File: src/rtl/rigk_pkg.sv
package rigk_pkg;

    localparam int unsigned CFG_W = 5;

    typedef struct packed {
        logic signed [31:0] value;
        logic               end_in;
    } in_t;

    typedef struct packed {
        logic signed [31:0] result_value;
        logic               run_last;
        logic               sequence_done;
    } out_t;

    typedef enum logic [1:0] {
        ST_IDLE,
        ST_READ,
        ST_OUT
    } state_t;

    typedef struct packed {
        logic accept;
        logic rd_issue;
        logic advance;
    } cmd_t;

    typedef struct packed {
        logic emit;
        logic last;
    } status_t;

endpackage

File: src/rtl/rigk_ram.sv
module rigk_ram #(
    parameter int unsigned WIDTH = 32,
    parameter int unsigned DEPTH = 16
) (
    input  logic                                      clk,
    input  logic                                      we,
    input  logic [((DEPTH > 1) ? $clog2(DEPTH) : 1)-1:0] waddr,
    input  logic [WIDTH-1:0]                          wdata,
    input  logic                                      re,
    input  logic [((DEPTH > 1) ? $clog2(DEPTH) : 1)-1:0] raddr,
    output logic [WIDTH-1:0]                          rdata
);

    logic [WIDTH-1:0] mem [DEPTH];

    always_ff @(posedge clk)
    begin
        if (we)
        begin
            mem[waddr] <= wdata;
        end
        if (re)
        begin
            rdata <= mem[raddr];
        end
    end

endmodule

File: src/rtl/rigk_ctrl.sv
module rigk_ctrl (
    input  logic              clk,
    input  logic              rst_n,
    input  logic              in_valid,
    output logic              in_stall,
    output logic              out_valid,
    input  logic              out_stall,
    input  rigk_pkg::status_t status,
    output rigk_pkg::cmd_t    cmd
);

    rigk_pkg::state_t state_reg;
    rigk_pkg::state_t state_next;

    always_ff @(posedge clk or negedge rst_n)
    begin
        if (!rst_n)
        begin
            state_reg <= rigk_pkg::ST_IDLE;
        end
        else
        begin
            state_reg <= state_next;
        end
    end

    always_comb
    begin
        state_next   = state_reg;
        in_stall     = 1'b1;
        out_valid    = 1'b0;
        cmd.accept   = 1'b0;
        cmd.rd_issue = 1'b0;
        cmd.advance  = 1'b0;
        unique case (state_reg)
            rigk_pkg::ST_IDLE:
            begin
                in_stall   = 1'b0;
                cmd.accept = in_valid;
                if (in_valid && status.emit)
                begin
                    state_next = rigk_pkg::ST_READ;
                end
            end
            rigk_pkg::ST_READ:
            begin
                cmd.rd_issue = 1'b1;
                state_next   = rigk_pkg::ST_OUT;
            end
            rigk_pkg::ST_OUT:
            begin
                out_valid = 1'b1;
                if (!out_stall)
                begin
                    if (status.last)
                    begin
                        state_next = rigk_pkg::ST_IDLE;
                    end
                    else
                    begin
                        cmd.advance = 1'b1;
                        state_next  = rigk_pkg::ST_READ;
                    end
                end
            end
            default:
            begin
                state_next = rigk_pkg::ST_IDLE;
            end
        endcase
    end

endmodule

File: src/rtl/rigk_dp.sv
module rigk_dp #(
    parameter int unsigned MAX_GROUP = 16
) (
    input  logic                           clk,
    input  logic                           rst_n,
    input  logic                           cfg_we,
    input  logic [rigk_pkg::CFG_W-1:0]     cfg_data,
    input  rigk_pkg::in_t                  in_data,
    output rigk_pkg::out_t                 out_data,
    input  rigk_pkg::cmd_t                 cmd,
    output rigk_pkg::status_t              status
);

    localparam int unsigned AW = (MAX_GROUP > 1) ? $clog2(MAX_GROUP) : 1;
    localparam int unsigned CW = $clog2(MAX_GROUP + 1);
    localparam int unsigned KW = (CW > rigk_pkg::CFG_W) ? CW : rigk_pkg::CFG_W;

    logic [rigk_pkg::CFG_W-1:0] gsize_reg;
    logic [CW-1:0]              fill_reg;
    logic [CW-1:0]              n_reg;
    logic [CW-1:0]              idx_reg;
    logic                       rev_reg;
    logic                       end_reg;

    logic [KW-1:0] gs_ext;
    logic [KW-1:0] k_eff;
    logic [CW-1:0] n_new;
    logic          full;
    logic [CW-1:0] rd_pos;
    logic [31:0]   rdata;

    assign gs_ext = KW'(gsize_reg);
    assign n_new  = fill_reg + CW'(1);

    always_comb
    begin
        priority if (gsize_reg == '0)
        begin
            k_eff = KW'(1);
        end
        else if (gs_ext > KW'(MAX_GROUP))
        begin
            k_eff = KW'(MAX_GROUP);
        end
        else
        begin
            k_eff = gs_ext;
        end
    end

    assign full        = KW'(n_new) >= k_eff;
    assign status.emit = full || in_data.end_in;
    assign status.last = (idx_reg + CW'(1)) == n_reg;
    assign rd_pos      = rev_reg ? (n_reg - CW'(1) - idx_reg) : idx_reg;

    always_ff @(posedge clk or negedge rst_n)
    begin
        if (!rst_n)
        begin
            gsize_reg <= rigk_pkg::CFG_W'(1);
            fill_reg  <= '0;
            n_reg     <= '0;
            idx_reg   <= '0;
            rev_reg   <= 1'b0;
            end_reg   <= 1'b0;
        end
        else
        begin
            if (cfg_we)
            begin
                gsize_reg <= cfg_data;
            end
            if (cmd.accept)
            begin
                if (status.emit)
                begin
                    fill_reg <= '0;
                    n_reg    <= n_new;
                    idx_reg  <= '0;
                    rev_reg  <= full;
                    end_reg  <= in_data.end_in;
                end
                else
                begin
                    fill_reg <= n_new;
                end
            end
            if (cmd.advance)
            begin
                idx_reg <= idx_reg + CW'(1);
            end
        end
    end

    rigk_ram #(
        .WIDTH(32),
        .DEPTH(MAX_GROUP)
    ) u_buf (
        .clk  (clk),
        .we   (cmd.accept),
        .waddr(fill_reg[AW-1:0]),
        .wdata(in_data.value),
        .re   (cmd.rd_issue),
        .raddr(rd_pos[AW-1:0]),
        .rdata(rdata)
    );

    assign out_data.result_value  = rdata;
    assign out_data.run_last      = status.last;
    assign out_data.sequence_done = status.last && end_reg;

endmodule

File: src/rtl/reverse_in_groups_of_k.sv
// Reorders a stream of signed 32-bit values in groups of group_size (1 to MAX_GROUP; 0 acts
// as 1 and larger values act as MAX_GROUP). A full group comes out reversed, and a partial
// group closed by end_in comes out in arrival order. The last result of each closing
// transaction carries run_last, and sequence_done as well when end_in was set. For a
// transaction that closes a group, each result is read back from the buffer memory and held
// in the memory's output register until it is taken, before the next read; no new input is
// taken until the last result has left. Write group_size only while the block is idle.
module reverse_in_groups_of_k #(
    parameter int unsigned MAX_GROUP = 16
) (
    input  logic                       clk,
    input  logic                       rst_n,
    input  logic                       in_valid,
    output logic                       in_stall,
    input  rigk_pkg::in_t              in_data,
    output logic                       out_valid,
    input  logic                       out_stall,
    output rigk_pkg::out_t             out_data,
    input  logic                       cfg_we,
    input  logic [rigk_pkg::CFG_W-1:0] cfg_data
);

    rigk_pkg::cmd_t    cmd;
    rigk_pkg::status_t status;

    rigk_ctrl u_ctrl (
        .clk      (clk),
        .rst_n    (rst_n),
        .in_valid (in_valid),
        .in_stall (in_stall),
        .out_valid(out_valid),
        .out_stall(out_stall),
        .status   (status),
        .cmd      (cmd)
    );

    rigk_dp #(
        .MAX_GROUP(MAX_GROUP)
    ) u_dp (
        .clk     (clk),
        .rst_n   (rst_n),
        .cfg_we  (cfg_we),
        .cfg_data(cfg_data),
        .in_data (in_data),
        .out_data(out_data),
        .cmd     (cmd),
        .status  (status)
    );

endmodule

File: config.mk
export PLATFORM = sky130hd
export DESIGN_NAME = reverse_in_groups_of_k
export DESIGN_NICKNAME = d
export VERILOG_FILES = /design/src/rtl/rigk_pkg.sv /design/src/rtl/rigk_ram.sv /design/src/rtl/rigk_ctrl.sv /design/src/rtl/rigk_dp.sv /design/src/rtl/reverse_in_groups_of_k.sv
export SDC_FILE = /design/constraint.sdc
export NUM_CORES = 1
export LEC_CHECK = 0
export ABC_CLOCK_PERIOD_IN_PS = 8000
export BUFFER_PORTS_ARGS = -buffer_cell sky130_fd_sc_hd__buf_2
export CORE_MARGIN = 8
export CORE_UTILIZATION = 55
export DETAILED_ROUTE_END_ITERATION = 7
export GPL_ROUTABILITY_DRIVEN = 0
export HOLD_SLACK_MARGIN = 0.08
export PLACE_DENSITY = 0.79
export SYNTH_ARGS = -nofsm -noshare
export SYNTH_HDL_FRONTEND = slang
export SYNTH_HIERARCHICAL = 1
export SYNTH_SLANG_ARGS = --single-unit
File: constraint.sdc
create_clock -name clk -period 8 [get_ports clk]
set_input_delay 0.4 -clock clk [delete_from_list [all_inputs] [get_ports clk]]
set_output_delay 0.4 -clock clk [all_outputs]
set_load 0.005 [all_outputs]
# After elaboration in Yosys (flattened, before gate mapping)
# Memories as Yosys holds them, arrays and structs flattened. A register that Yosys moved wholly into a read port is not among the register bits.
# Cells that the tools add are included.
dict set report word_totals {
  register_bits 24
  mem_count 1
  word_cells 49
  ram_bits 512
}
# name words word_bits read_ports rd_ports_with_merged_regs write_ports line
set mem_list {}
lappend mem_list {u_dp.u_buf.mem 16 32 1 1 1 rigk_ram.sv:14} ;# logic [WIDTH-1:0] mem [DEPTH];
dict set report classes {
  n_eq_ne 5
  n_reduce_logical 10
  order_cmp 2
  mux 20
  add_sub_neg 4
}
# cell count
set op_table {}
lappend op_table {{2-to-1 mux 5 bit} 6}
lappend op_table {{adder 5 x 1 -> 5 bit (second input constant)} 2}
lappend op_table {{2-to-1 mux 1 bit} 10}
lappend op_table {{one-hot mux 2 bit (3 select lines)} 1}
lappend op_table {{AND reduction 2 bit} 3}
lappend op_table {{== test 5 bit} 1}
lappend op_table {{>= comparator 5 bit} 1}
lappend op_table {{greater-than comparator 5 bit (second input constant)} 1}
lappend op_table {{logical NOT 5 bit} 1}
lappend op_table {{2-to-1 mux 2 bit} 2}
lappend op_table {{2-to-1 mux 4 bit} 1}
lappend op_table {{nonzero test 2 bit} 2}
lappend op_table {{subtractor 4 x 1 -> 4 bit (second input constant)} 1}
lappend op_table {{subtractor 4 bit} 1}
lappend op_table {{== test 2 x 1 -> 1 bit (second input constant)} 1}
lappend op_table {{== test 2 bit (second input constant)} 1}
lappend op_table {{logical AND 1 bit} 2}
lappend op_table {{logical NOT 2 bit} 1}
lappend op_table {{!= test 2 x 1 -> 1 bit (second input constant)} 1}
lappend op_table {{!= test 2 bit (second input constant)} 1}
lappend op_table {{logical OR 1 bit} 1}

# Depth between registers and ports, before layout
# Gate-level depths: netlist of run 1.
dict set report logic_depth {
  ltp_word 8
  mapped_depth 11
}

# Modules after synthesis
# The synthesis of run 1 kept the hierarchy.
# module cells_each n_inst area_each_um2 seq_area_each_um2
set by_module_without_submodules {}
lappend by_module_without_submodules {rigk_ram 838 1 20174.3 16335.7}
lappend by_module_without_submodules {rigk_dp 141 1 1416.4 551.8}
lappend by_module_without_submodules {rigk_ctrl 12 1 126.4 50.0}

# Worst setup path after synthesis of run 1
# OpenSTA, ideal clock, no wires.
dict set report synth_path {
  kind {register to register}
  from {register u_ctrl.state_reg[0]}
  to {memory u_dp.u_buf.mem[0][0], enable pin}
  required_ps 7539
  path_buffers 0
  stages_incl_launch_ff 5
  slack_ps 3840
  arrival_ps 3699
  setup_ps 461
  path_cell_list {dfrtp_1 or2_1 nor2_1 or3b_2 nor3_1}
}
# element line
set synth_rtl {}
lappend synth_rtl {{start: declaration} rigk_ctrl.sv:12} ;# rigk_pkg::state_t state_reg;
lappend synth_rtl {{start signal: assignment} rigk_ctrl.sv:19} ;# state_reg <= rigk_pkg::ST_IDLE;
lappend synth_rtl {{start signal: assignment} rigk_ctrl.sv:23} ;# state_reg <= state_next;
lappend synth_rtl {{end: declaration} rigk_ram.sv:14}

# Worst setup path in the final report of run 1
dict set report layout_path {
  from {register u_dp.idx_reg[0]}
  to {register u_dp.u_buf.rdata[17], read port of u_dp.u_buf.mem, data pin}
}
dict set report layout_via {
  elab_chain_cells 2
}
# element line
set layout_lines {}
lappend layout_lines {{start: declaration} rigk_dp.sv:21} ;# logic [CW-1:0] idx_reg;
lappend layout_lines {{start signal: assignment} rigk_dp.sv:90} ;# idx_reg <= idx_reg + CW'(1);
lappend layout_lines {{subtractor 4 bit} rigk_dp.sv:54} ;# assign rd_pos = rev_reg ? (n_reg - CW'(1) - idx_reg) : idx_reg;
lappend layout_lines {{2-to-1 mux 4 bit (*)} rigk_dp.sv:54}
lappend layout_lines {{net u_dp.rd_pos[0]} rigk_dp.sv:29} ;# logic [CW-1:0] rd_pos;
lappend layout_lines {{end: declaration} rigk_ram.sv:11} ;# output logic [WIDTH-1:0] rdata
# The timed path passes the listed nets; every way through them passes the cells marked *.
# A chain may end at the register's enable or synchronous reset.

==> flow_summary.json, run 1 <==
{
  "ys_seq_area_share_pct": 77.99,
  "max_cap_viol_count": 0,
  "critPathRequiredTime_ns": 8.33,
  "drt.antenna.violating_nets": 0,
  "worst_slew_pin_slew_ns": 1.063,
  "track_usage_pct": 20.57,
  "rr_startpoint": "u_dp/idx_reg[0]$_DFFE_PN0P_",
  "vias_per_cell": 6.326,
  "p_leak_nw": 7.849,
  "antenna_found_initial": 4,
  "ys_types": 49,
  "largestRegisters": "u_dp/u_buf/mem (512), u_dp/u_buf/rdata (32)",
  "slew_viol_final": 0,
  "synth_area_per_cell_um2": 21.91,
  "chipHeight_um": 214.7,
  "synthArstFlopShare_pct": 4.225,
  "io-pin-count": 79,
  "yosysWarnings": 6,
  "cts_sinks": 568,
  "wl_um": 47640,
  "start_util_pct": 55.93,
  "endpoint_kind": "flip-flop",
  "period_needed_ns": 3.692,
  "syn_inst": 991,
  "register_area_um2": 16940,
  "largest-register": "u_dp/u_buf/mem",
  "synth_most_common_cell": "edfxtp_1",
  "final_util_pct": 63.22,
  "antennaDiodeCount": 0,
  "hold_viol": 0,
  "die_area_um2": 46100,
  "cts_buffers": 53,
  "grt_max_degree": 129,
  "synthTopCellsByArea": "edfxtp_1, mux4_2, dfrtp_1",
  "crit_end": "u_dp/u_buf/rdata[17]$_DFFE_PP_",
  "multiInputGateArea_um2": 4646,
  "finalNetCount": 1165,
  "netlist.top_cell.by_area": "edfxtp_1",
  "grt_pass1_vias": 11050,
  "tns_ns": 0,
  "die_x_um": 214.7,
  "drc_errors": 0,
  "drt_iter0_drc": 1162,
  "cp_max_fo": 41,
  "critPathKind": "flip-flop to flip-flop",
  "io_buffers": 78,
  "synth-seq-cells": 568,
  "synth_edf_count": 544,
  "status": "finished, final reports clean",
  "r2r_cells": 9,
  "core.rowCount": 72,
  "max_freq_mhz": 270.9,
  "vias": 10570,
  "synth.top_cells.by_count": "edfxtp_1, mux4_2, a22oi_1",
  "critPathLaunch": "u_dp/idx_reg[0]$_DFFE_PN0P_",
  "reg2reg_setup_slack_ns": 4.31,
  "cts-root-buf": "clkbuf_16",
  "worstSkewPairLatency_ns": 0.58,
  "largest_reg_flops": 512,
  "areaGrowthSynthToFinish_pct": 13.03,
  "fin_crit_sh_pct": 46.15,
  "dp_hpwl_um": 22080,
  "worstPathArrival_ns": 4.02,
  "clk_pin_slew_worst_paths_ns": 0.07,
  "syn-num-nets": 1045,
  "reg2reg_to": "u_dp/u_buf/rdata[17]$_DFFE_PP_",
  "startpoint_type": "flip-flop",
  "dr.pass1.iters": 5,
  "drive_gt1_share_pct": 29.49,
  "rsz0062_at_grt": "false",
  "synth_ff_type": "edfxtp_1",
  "htreeDepth": 2,
  "core_area_um2": 38830,
  "clockBufferDepth": 3,
  "skew_ns": 0.01896,
  "cts_tree": "yes",
  "synth_area_um2": 21720,
  "hold_class": "input pin to flip-flop",
  "setup_viol": 0,
  "nFillCells": 2471,
  "powerDensity_nw_per_um2": 359.9,
  "synth_top_cell_area_share_pct": 75.22,
  "wl_per_cell_um": 28.51,
  "relSlewSlack_pct": 29.13,
  "grt-ovfl-total": 0,
  "ir_drop_v": 0.0003974,
  "grt_first_pass_wirelength_um": 70640
}
final cells by class:
class,instances,area share (%)
sequential,568,69.00
multi-input combinational,362,18.93
clock buffer,62,5.541
inverter,14,0.2141
clock inverter,35,0.9022
timing repair buffer,112,2.773
tap,518,2.640
timing repair:
action / 4_1_cts / 5_1_grt
hold endpoints to repair: 30 / 0
hold buffers: 9 / 0
buffers inserted: 0 / 0
gates resized for setup: 0 / 0
cells in the final DEF, fill, tap and decap left out, types with 5 or more instances in the layout:
cell           synthesis  final
a22oi_1               64     64
buf_2                  4     78
buf_4                 13     24
clkbuf_1              19      9
clkbuf_16              0     53
clkinv_1               0     15
clkinv_2               0     11
dfrtp_1               23     23
dlygate4sd3_1          0      9
edfxtp_1             544    544
ha_1                  10     10
inv_1                 14     14
mux4_2               128    128
nand2_1               49     49
nand2b_1               5      5
nand3_1                9      9
nor2_1                20      7
nor2_4                 0     13
o22ai_1                5      5
xnor2_1                8      8
how the worst min path moves through the flow:
stage / end / depth (start not counted) / slack [ns] / from
after CTS: u_dp/end_reg$_DFFE_PN0P_ / 3 / 0.11 / in_data[0]
after detailed placement: u_dp/gs_ext[1]$_DFFE_PN0P_ / 1 / 0.42 / rst_n
after global routing: u_dp/end_reg$_DFFE_PN0P_ / 3 / 0.15 / in_data[0]
final: u_dp/end_reg$_DFFE_PN0P_ / 3 / 0.15 / in_data[0]
after global placement: u_dp/gs_ext[1]$_DFFE_PN0P_ / 1 / 0.41 / rst_n
after floorplan: u_ctrl/state_reg[0]$_DFFE_PN0P_ / 0 / 0.10 / rst_n
per-layer routing:
metal,GRT usage (%),share of wire [%],vias up
li1,-,-,4381
met1,26.70,37,5489
met2,34.66,51,588
met3,4.101,9.2,105
met4,6.993,3.1,8
met5,0,0.097,-
critical path, stage by stage, from the launching register on:
cell and delay, ns:
dfrtp_1 0.42, inv_1 0.12, ha_1 0.31, nand2_1 0.09
o21ai_4 0.10, buf_4 0.65, buf_4 0.75, mux4_2 0.61
a22oi_1 0.25, nand2_1 0.09
metrics by stage:
stage               hold slack (ns)  area [um^2]  instances  total power, W  setup WS (ns)
floorplan                    0.1044        21720        991        0.005805          3.840
global placement             0.4070        22870       1565        0.006487          4.411
detailed placement           0.4167        22870       1565        0.006554          4.293
CTS                          0.1096        24550       1671        0.008900          4.218
global route                 0.1523        24550       1671        0.009196          3.961
finish                       0.1465        24550       1671        0.008833          4.308
kinds of logic (layout without fill, tap and decap cells):
logic type      after synthesis  in the layout  synth area share [%]
fa+ha+maj                    11             11                0.6683
xor+xnor                     11             11                0.5070
buf+inv                      61            223                 1.371
mux                         138            138                 13.85
simple gates                105            105                 2.287
flops                       568            568                 77.99
compound gates               97             97                 3.324
power by group:
part,switching [W],internal (W)
sequential,0.000127,0.00361
combinational,0.00149,0.00129
clock,0.00106,0.00125
total,0.00268,0.00615
Power figures use the tool's default switching activity.
==> run 2: changes to the inputs <==
--- a/config.mk
+++ b/config.mk
@@ -5,14 +5,14 @@
 export SDC_FILE = /design/constraint.sdc
 export NUM_CORES = 1
 export LEC_CHECK = 0
-export ABC_CLOCK_PERIOD_IN_PS = 8000
+export ABC_CLOCK_PERIOD_IN_PS = 3250
 export BUFFER_PORTS_ARGS = -buffer_cell sky130_fd_sc_hd__buf_2
 export CORE_MARGIN = 8
 export CORE_UTILIZATION = 55
 export DETAILED_ROUTE_END_ITERATION = 7
 export GPL_ROUTABILITY_DRIVEN = 0
 export HOLD_SLACK_MARGIN = 0.08
-export PLACE_DENSITY = 0.79
+export PLACE_DENSITY = 0.82
 export SYNTH_ARGS = -nofsm -noshare
 export SYNTH_HDL_FRONTEND = slang
 export SYNTH_HIERARCHICAL = 1
==> constraint.sdc (replaced) <==
create_clock -name clk -period 3.25 [get_ports clk]
set_input_delay 0.1625 -clock clk [delete_from_list [all_inputs] [get_ports clk]]
set_output_delay 0.1625 -clock clk [all_outputs]
set_load 0.005 [all_outputs]
==> run 2 against run 1 <==
Die area is the same. Hold slack lost 0.037 ns. Design area grew 3.8%. Fmax grew 18%. Core utilization grew 2.4 points. Sequential share of layout area shrank 2.5 points. Clock skew shrank 0.0038 ns. Worst setup slack lost 4.2 ns. Routed wire length grew 4.7%. Critical path type unchanged.
==> flow_summary.json, run 2 (synthesized netlist as in run 1, its figures left out) <==
{
  "status": "finished, final reports clean",
  "relSlewSlack_pct": 30.65,
  "grt-ovfl-total": 0,
  "drt_iter0_drc": 1089,
  "slew_viol_final": 0,
  "clockBufferDepth": 3,
  "endpoint_kind": "flip-flop",
  "critPathRequiredTime_ns": 3.69,
  "grt_max_degree": 56,
  "startpoint_type": "flip-flop",
  "grt_pass1_vias": 11730,
  "core.rowCount": 72,
  "die_x_um": 214.7,
  "max_cap_viol_count": 0,
  "start_util_pct": 55.93,
  "hold_viol": 0,
  "worst_slew_pin_slew_ns": 1.040,
  "final_util_pct": 65.61,
  "layout_commonest_cell": "edfxtp_1",
  "worstSkewPairLatency_ns": 0.58,
  "nFillCells": 2361,
  "die_area_um2": 46100,
  "drive_gt1_share_pct": 29.70,
  "chipHeight_um": 214.7,
  "vias_per_cell": 6.330,
  "worstPathArrival_ns": 3.57,
  "rsz0062_at_grt": "false",
  "track_usage_pct": 21.25,
  "max_freq_mhz": 318.8,
  "hold_class": "input pin to async pin",
  "io-pin-count": 79,
  "dr_wl_met3_um": 4258,
  "top_layer": "met5",
  "cts_sinks": 568,
  "dr.pass1.iters": 5,
  "areaGrowthSynthToFinish_pct": 17.30,
  "wl_per_cell_um": 28.98,
  "powerDensity_nw_per_um2": 899.3,
  "rr_startpoint": "u_dp/idx_reg[0]$_DFFE_PN0P_",
  "cp_max_fo": 32,
  "core_area_um2": 38830,
  "whs_ns": 0.1093,
  "largest_reg_flops": 512,
  "largestRegisters": "u_dp/u_buf/mem (512), u_dp/u_buf/rdata (32)",
  "setup_viol": 0,
  "met1_length_um": 18550,
  "critPathKind": "flip-flop to flip-flop",
  "antenna_found_initial": 4,
  "reg2reg_to": "u_dp/u_buf/rdata[17]$_DFFE_PP_",
  "route.met2.wl_um": 25400,
  "r2r_cells": 9,
  "cts_tree": "yes",
  "cts-root-buf": "clkbuf_16",
  "vias": 10900,
  "drt.antenna.violating_nets": 0,
  "ir_drop_v": 0.0008983,
  "wl_um": 49900,
  "period_needed_ns": 3.137,
  "reg2reg_setup_slack_ns": 0.11,
  "dp_hpwl_um": 23730,
  "clk_pin_slew_worst_paths_ns": 0.06,
  "largest-register": "u_dp/u_buf/mem",
  "fin_crit_sh_pct": 96.52,
  "grt_first_pass_wirelength_um": 73600,
  "drc_errors": 0,
  "htreeDepth": 2,
  "layout_common_cells": "edfxtp_1, mux4_2, buf_2, a22oi_1, clkbuf_16",
  "skew_ns": 0.01512,
  "finalNetCount": 1215,
  "cts_buffers": 54,
  "cts_setup_buffers": 0,
  "io_buffers": 78,
  "p_leak_nw": 8.190
}
run 2: per-stage QoR:
stage | total power (W) | cell area, um^2 | instances | worst slack [ns] | TNS, ns
finish | 0.02291 | 25470 | 1722 | 0.1130 | 0
global route | 0.02377 | 25470 | 1722 | 0.001814 | 0
CTS | 0.02300 | 25450 | 1719 | 0.01110 | 0
detailed placement | 0.01655 | 23220 | 1575 | 0.1095 | 0
global placement | 0.01631 | 23220 | 1575 | 0.2902 | 0
floorplan | 0.01429 | 21740 | 991 | -0.03793 | -3.642
run 2: worst max path at each step:
| stage | from | end | slack [ns] | cells past startpoint |
|---|---|---|---|---|
| after CTS | u_dp/idx_reg[1]$_DFFE_PN0P_ | u_dp/u_buf/rdata[4]$_DFFE_PP_ | 0.01 | 10 |
| after floorplan | u_ctrl/state_reg[0]$_DFFE_PN0P_ | u_dp/u_buf/mem[1][0]$_DFFE_PP_ | -0.04 | 4 |
| final | u_dp/idx_reg[0]$_DFFE_PN0P_ | u_dp/u_buf/rdata[17]$_DFFE_PP_ | 0.11 | 9 |
| after global routing | u_dp/idx_reg[1]$_DFFE_PN0P_ | u_dp/u_buf/rdata[21]$_DFFE_PP_ | 0.002 | 9 |
| after detailed placement | u_dp/idx_reg[1]$_DFFE_PN0P_ | u_dp/u_buf/rdata[4]$_DFFE_PP_ | 0.11 | 10 |
| after global placement | u_dp/idx_reg[1]$_DFFE_PN0P_ | u_dp/u_buf/rdata[21]$_DFFE_PP_ | 0.29 | 10 |
run 2: final cells by class:
type                       instances  area (um^2)  share of cell area [%]
inverter                          14        52.55                  0.2063
clock buffer                      63         1406                   5.521
multi-input combinational        363         4684                   18.39
antenna                            2        5.005                 0.01965
sequential                       568        16940                   66.49
timing repair buffer             160         1386                   5.442
tap                              518        648.1                   2.544
clock inverter                    34        352.8                   1.385
run 2: critical path, cell delays in order (launching register included):
cell,delay [ns]
dfrtp_1,0.44
inv_1,0.13
ha_1,0.23
fa_1,0.43
xnor2_1,0.16
a21oi_1,0.14
buf_4,0.21
and2_2,0.87
a22oi_1,0.22
nand2_1,0.13
run 2: routing by layer:
metal	global-route usage, %	up-vias
met2	36.13	632
met3	4.522	115
met5	0	-
li1	-	4484
met4	8.021	4
met1	26.76	5665
run 2: timing repair:
item / in CTS / in global routing
hold endpoints to repair: 553 / 0
resized for setup: 0 / 1
hold buffers: 47 / 0
endpoints found under the setup margin: 0 / 32
run 2: where the power goes:
part           internal [W]  switching, W
Clock               0.00364       0.00266
Sequential          0.00888      0.000314
Combinational       0.00344       0.00396
==> run 3: changes to the inputs <==
--- a/config.mk
+++ b/config.mk
@@ -12,7 +12,7 @@
 export DETAILED_ROUTE_END_ITERATION = 7
 export GPL_ROUTABILITY_DRIVEN = 0
 export HOLD_SLACK_MARGIN = 0.08
-export PLACE_DENSITY = 0.82
+export PLACE_DENSITY = 0.78
 export SYNTH_ARGS = -nofsm -noshare
 export SYNTH_HDL_FRONTEND = slang
 export SYNTH_HIERARCHICAL = 1
==> run 3 against run 2 <==
Sequential power is essentially flat. Die area is the same. Register-to-register slack gained 0.11 ns. Power shrank 1.4%. Clock power shrank 2%. Count of clock-buffer cells in the layout grew 4. Worst setup slack gained 0.11 ns. Global-route usage shrank 0.65 points. First-iteration DRC count shrank 2.3%. Routed wire length shrank 5.0%. Sequential share of layout area grew 0.25 points. Critical path type unchanged. Critical endpoint is now u_dp/u_buf/rdata[19]$_DFFE_PP_. Highest routed layer is now met4.
==> flow_summary.json, run 3 (synthesized netlist as in run 1, its figures left out) <==
{
  "clk_pin_slew_worst_paths_ns": 0.06,
  "cts_sinks": 568,
  "seq_power_share_pct": 40.6,
  "final_util_pct": 65.36,
  "track_usage_pct": 20.61,
  "grt-ovfl-total": 0,
  "status": "finished, final reports clean",
  "path_cells": "inv_1 > ha_1 > a21o_1 > a21oi_1 > nand4_1 > o211ai_1 > nor2b_4 > buf_4 > a22oi_1 > nand2_1",
  "core_area_um2": 38830,
  "reg2reg_setup_slack_ns": 0.23,
  "timing.critical_path.buf_inv": 2,
  "grt_max_degree": 73,
  "slew_viol_final": 0,
  "cts_tree": "yes",
  "grt_first_pass_wirelength_um": 70960,
  "setup_viol": 0,
  "whs_ns": 0.09980,
  "cp.depth": 10,
  "dp_hpwl_um": 25480,
  "io_buffers": 78,
  "fin_ws_ns": 0.2257,
  "power_switching_w": 0.006712,
  "period_needed_ns": 3.024,
  "r2r_cells": 10,
  "layout_common_cells": "edfxtp_1, mux4_2, buf_2, a22oi_1, clkbuf_16",
  "wl_um": 47410,
  "drc_errors": 0,
  "clkPwrFrac_pct": 27.3,
  "worstSkewPairLatency_ns": 0.59,
  "endpoint_kind": "flip-flop",
  "vias_per_cell": 6.193,
  "chipHeight_um": 214.7,
  "hold_viol": 0,
  "core.rowCount": 72,
  "crit_path_top_delay_cell": "nor2b_4",
  "fin_crit_sh_pct": 93.05,
  "startpoint_type": "flip-flop",
  "drt.antenna.violating_nets": 0,
  "p_leak_nw": 8.205,
  "max_stage_delay_ns": 0.80,
  "critPathRequiredTime_ns": 3.70,
  "combPwrFrac_pct": 32.1,
  "relSlewSlack_pct": 32.36,
  "largest_reg_flops": 512,
  "cts-root-buf": "clkbuf_16",
  "clockBufferDepth": 3,
  "cp_max_fo": 23,
  "switching_share_pct": 29.71,
  "grt_pass1_vias": 11220,
  "place_ws_ns": 0.2465,
  "htreeDepth": 2,
  "io-pin-count": 79,
  "hold_class": "input pin to async pin",
  "largestRegisters": "u_dp/u_buf/mem (512), u_dp/u_buf/rdata (32)",
  "max_freq_mhz": 330.7,
  "die_x_um": 214.7,
  "cts_buffers": 54,
  "antenna_found_initial": 1,
  "drt_iter0_drc": 1064,
  "drive_gt1_share_pct": 29.84,
  "skew_ns": 0.01614,
  "worstPathArrival_ns": 3.47,
  "max_cap_viol_count": 0,
  "die_area_um2": 46100,
  "finalNetCount": 1227,
  "p_int_w": 0.01588,
  "dr.pass1.iters": 5,
  "vias": 10730,
  "layout_commonest_cell": "edfxtp_1",
  "largest-register": "u_dp/u_buf/mem",
  "critPathKind": "flip-flop to flip-flop",
  "powerDensity_nw_per_um2": 890.3,
  "wl_per_cell_um": 27.37,
  "path_delay_family": "simple AND/OR/NAND/NOR gates",
  "ir_drop_v": 0.001031,
  "start_util_pct": 55.93,
  "rsz0062_at_grt": "false",
  "areaGrowthSynthToFinish_pct": 16.86,
  "worst_slew_pin_slew_ns": 1.015
}
run 3: cell types whose count changed in the layout (fill, tap and decap cells not counted), sizes merged:
cell      before  now
inv           15   16
buf          113  126
bufinv         7    6
clkinv        21   18
diode          2    1
nor2b          5    4
clkbuf        63   67
clkinvlp       5    3
run 3: per-stage QoR:
step / power, W / area (um^2) / setup TNS (ns) / cells
floorplan: 0.01429 / 21740 / -3.642 / 991
global placement: 0.01637 / 23180 / 0 / 1588
detailed placement: 0.01658 / 23180 / 0 / 1588
CTS: 0.02279 / 25380 / 0 / 1731
global route: 0.02354 / 25380 / 0 / 1732
finish: 0.02259 / 25380 / 0 / 1732
run 3: timing repair:
item / in CTS / in global routing
setup buffers: 0 / 0
endpoints found under the setup margin: 0 / 0
endpoints found under the hold margin: 554 / 0
hold buffers: 47 / 0
gates resized for setup: 0 / 0
run 3: power by group through the flow:
stage / clock (W) / combinational [W] / sequential, W
after global routing: 0.00652 / 0.00779 / 0.00923
final: 0.00617 / 0.00725 / 0.00918
after global placement: 0 / 0.00705 / 0.00931
after detailed placement: 0 / 0.00725 / 0.00933
after floorplan: 0 / 0.00505 / 0.00924
after CTS: 0.00626 / 0.00735 / 0.00919
run 3: worst paths after layout:
| check | start | endpoint |
|---|---|---|
| min in group clk | out_stall | u_ctrl/state_reg[1]$_DFFE_PN0P_ |
| max | u_dp/idx_reg[1]$_DFFE_PN0P_ | u_dp/u_buf/rdata[19]$_DFFE_PP_ |
| max reg2reg | u_dp/idx_reg[1]$_DFFE_PN0P_ | u_dp/u_buf/rdata[19]$_DFFE_PP_ |
| min | rst_n | u_dp/gs_ext[1]$_DFFE_PN0P_ |
| min reg2reg | u_dp/n_reg[0]$_DFFE_PN0P_ | u_dp/n_reg[0]$_DFFE_PN0P_ |
| max in group asynchronous | rst_n | u_dp/fill_reg[0]$_DFFE_PN0P_ |
run 3: metal layers:
layer | GRT usage [%] | vias to the layer above | part of all wire (%)
li1 | - | 4515 | -
met1 | 27.82 | 5650 | 40
met2 | 33.95 | 466 | 50
met3 | 3.708 | 96 | 7.4
met4 | 6.878 | 0 | 2.6
met5 | 0 | - | 0
run 3: cell type report:
class                           instances  area (um^2)
Antenna cell                            1        2.502
Timing Repair Buffer                  173         1346
Sequential cell                       568        16940
Inverter                               14        52.55
Tap cell                              518        648.1
Clock inverter                         29        299.0
Multi-Input combinational cell        362         4671
Clock buffer                           67         1421
Fill cell                            2475        13450
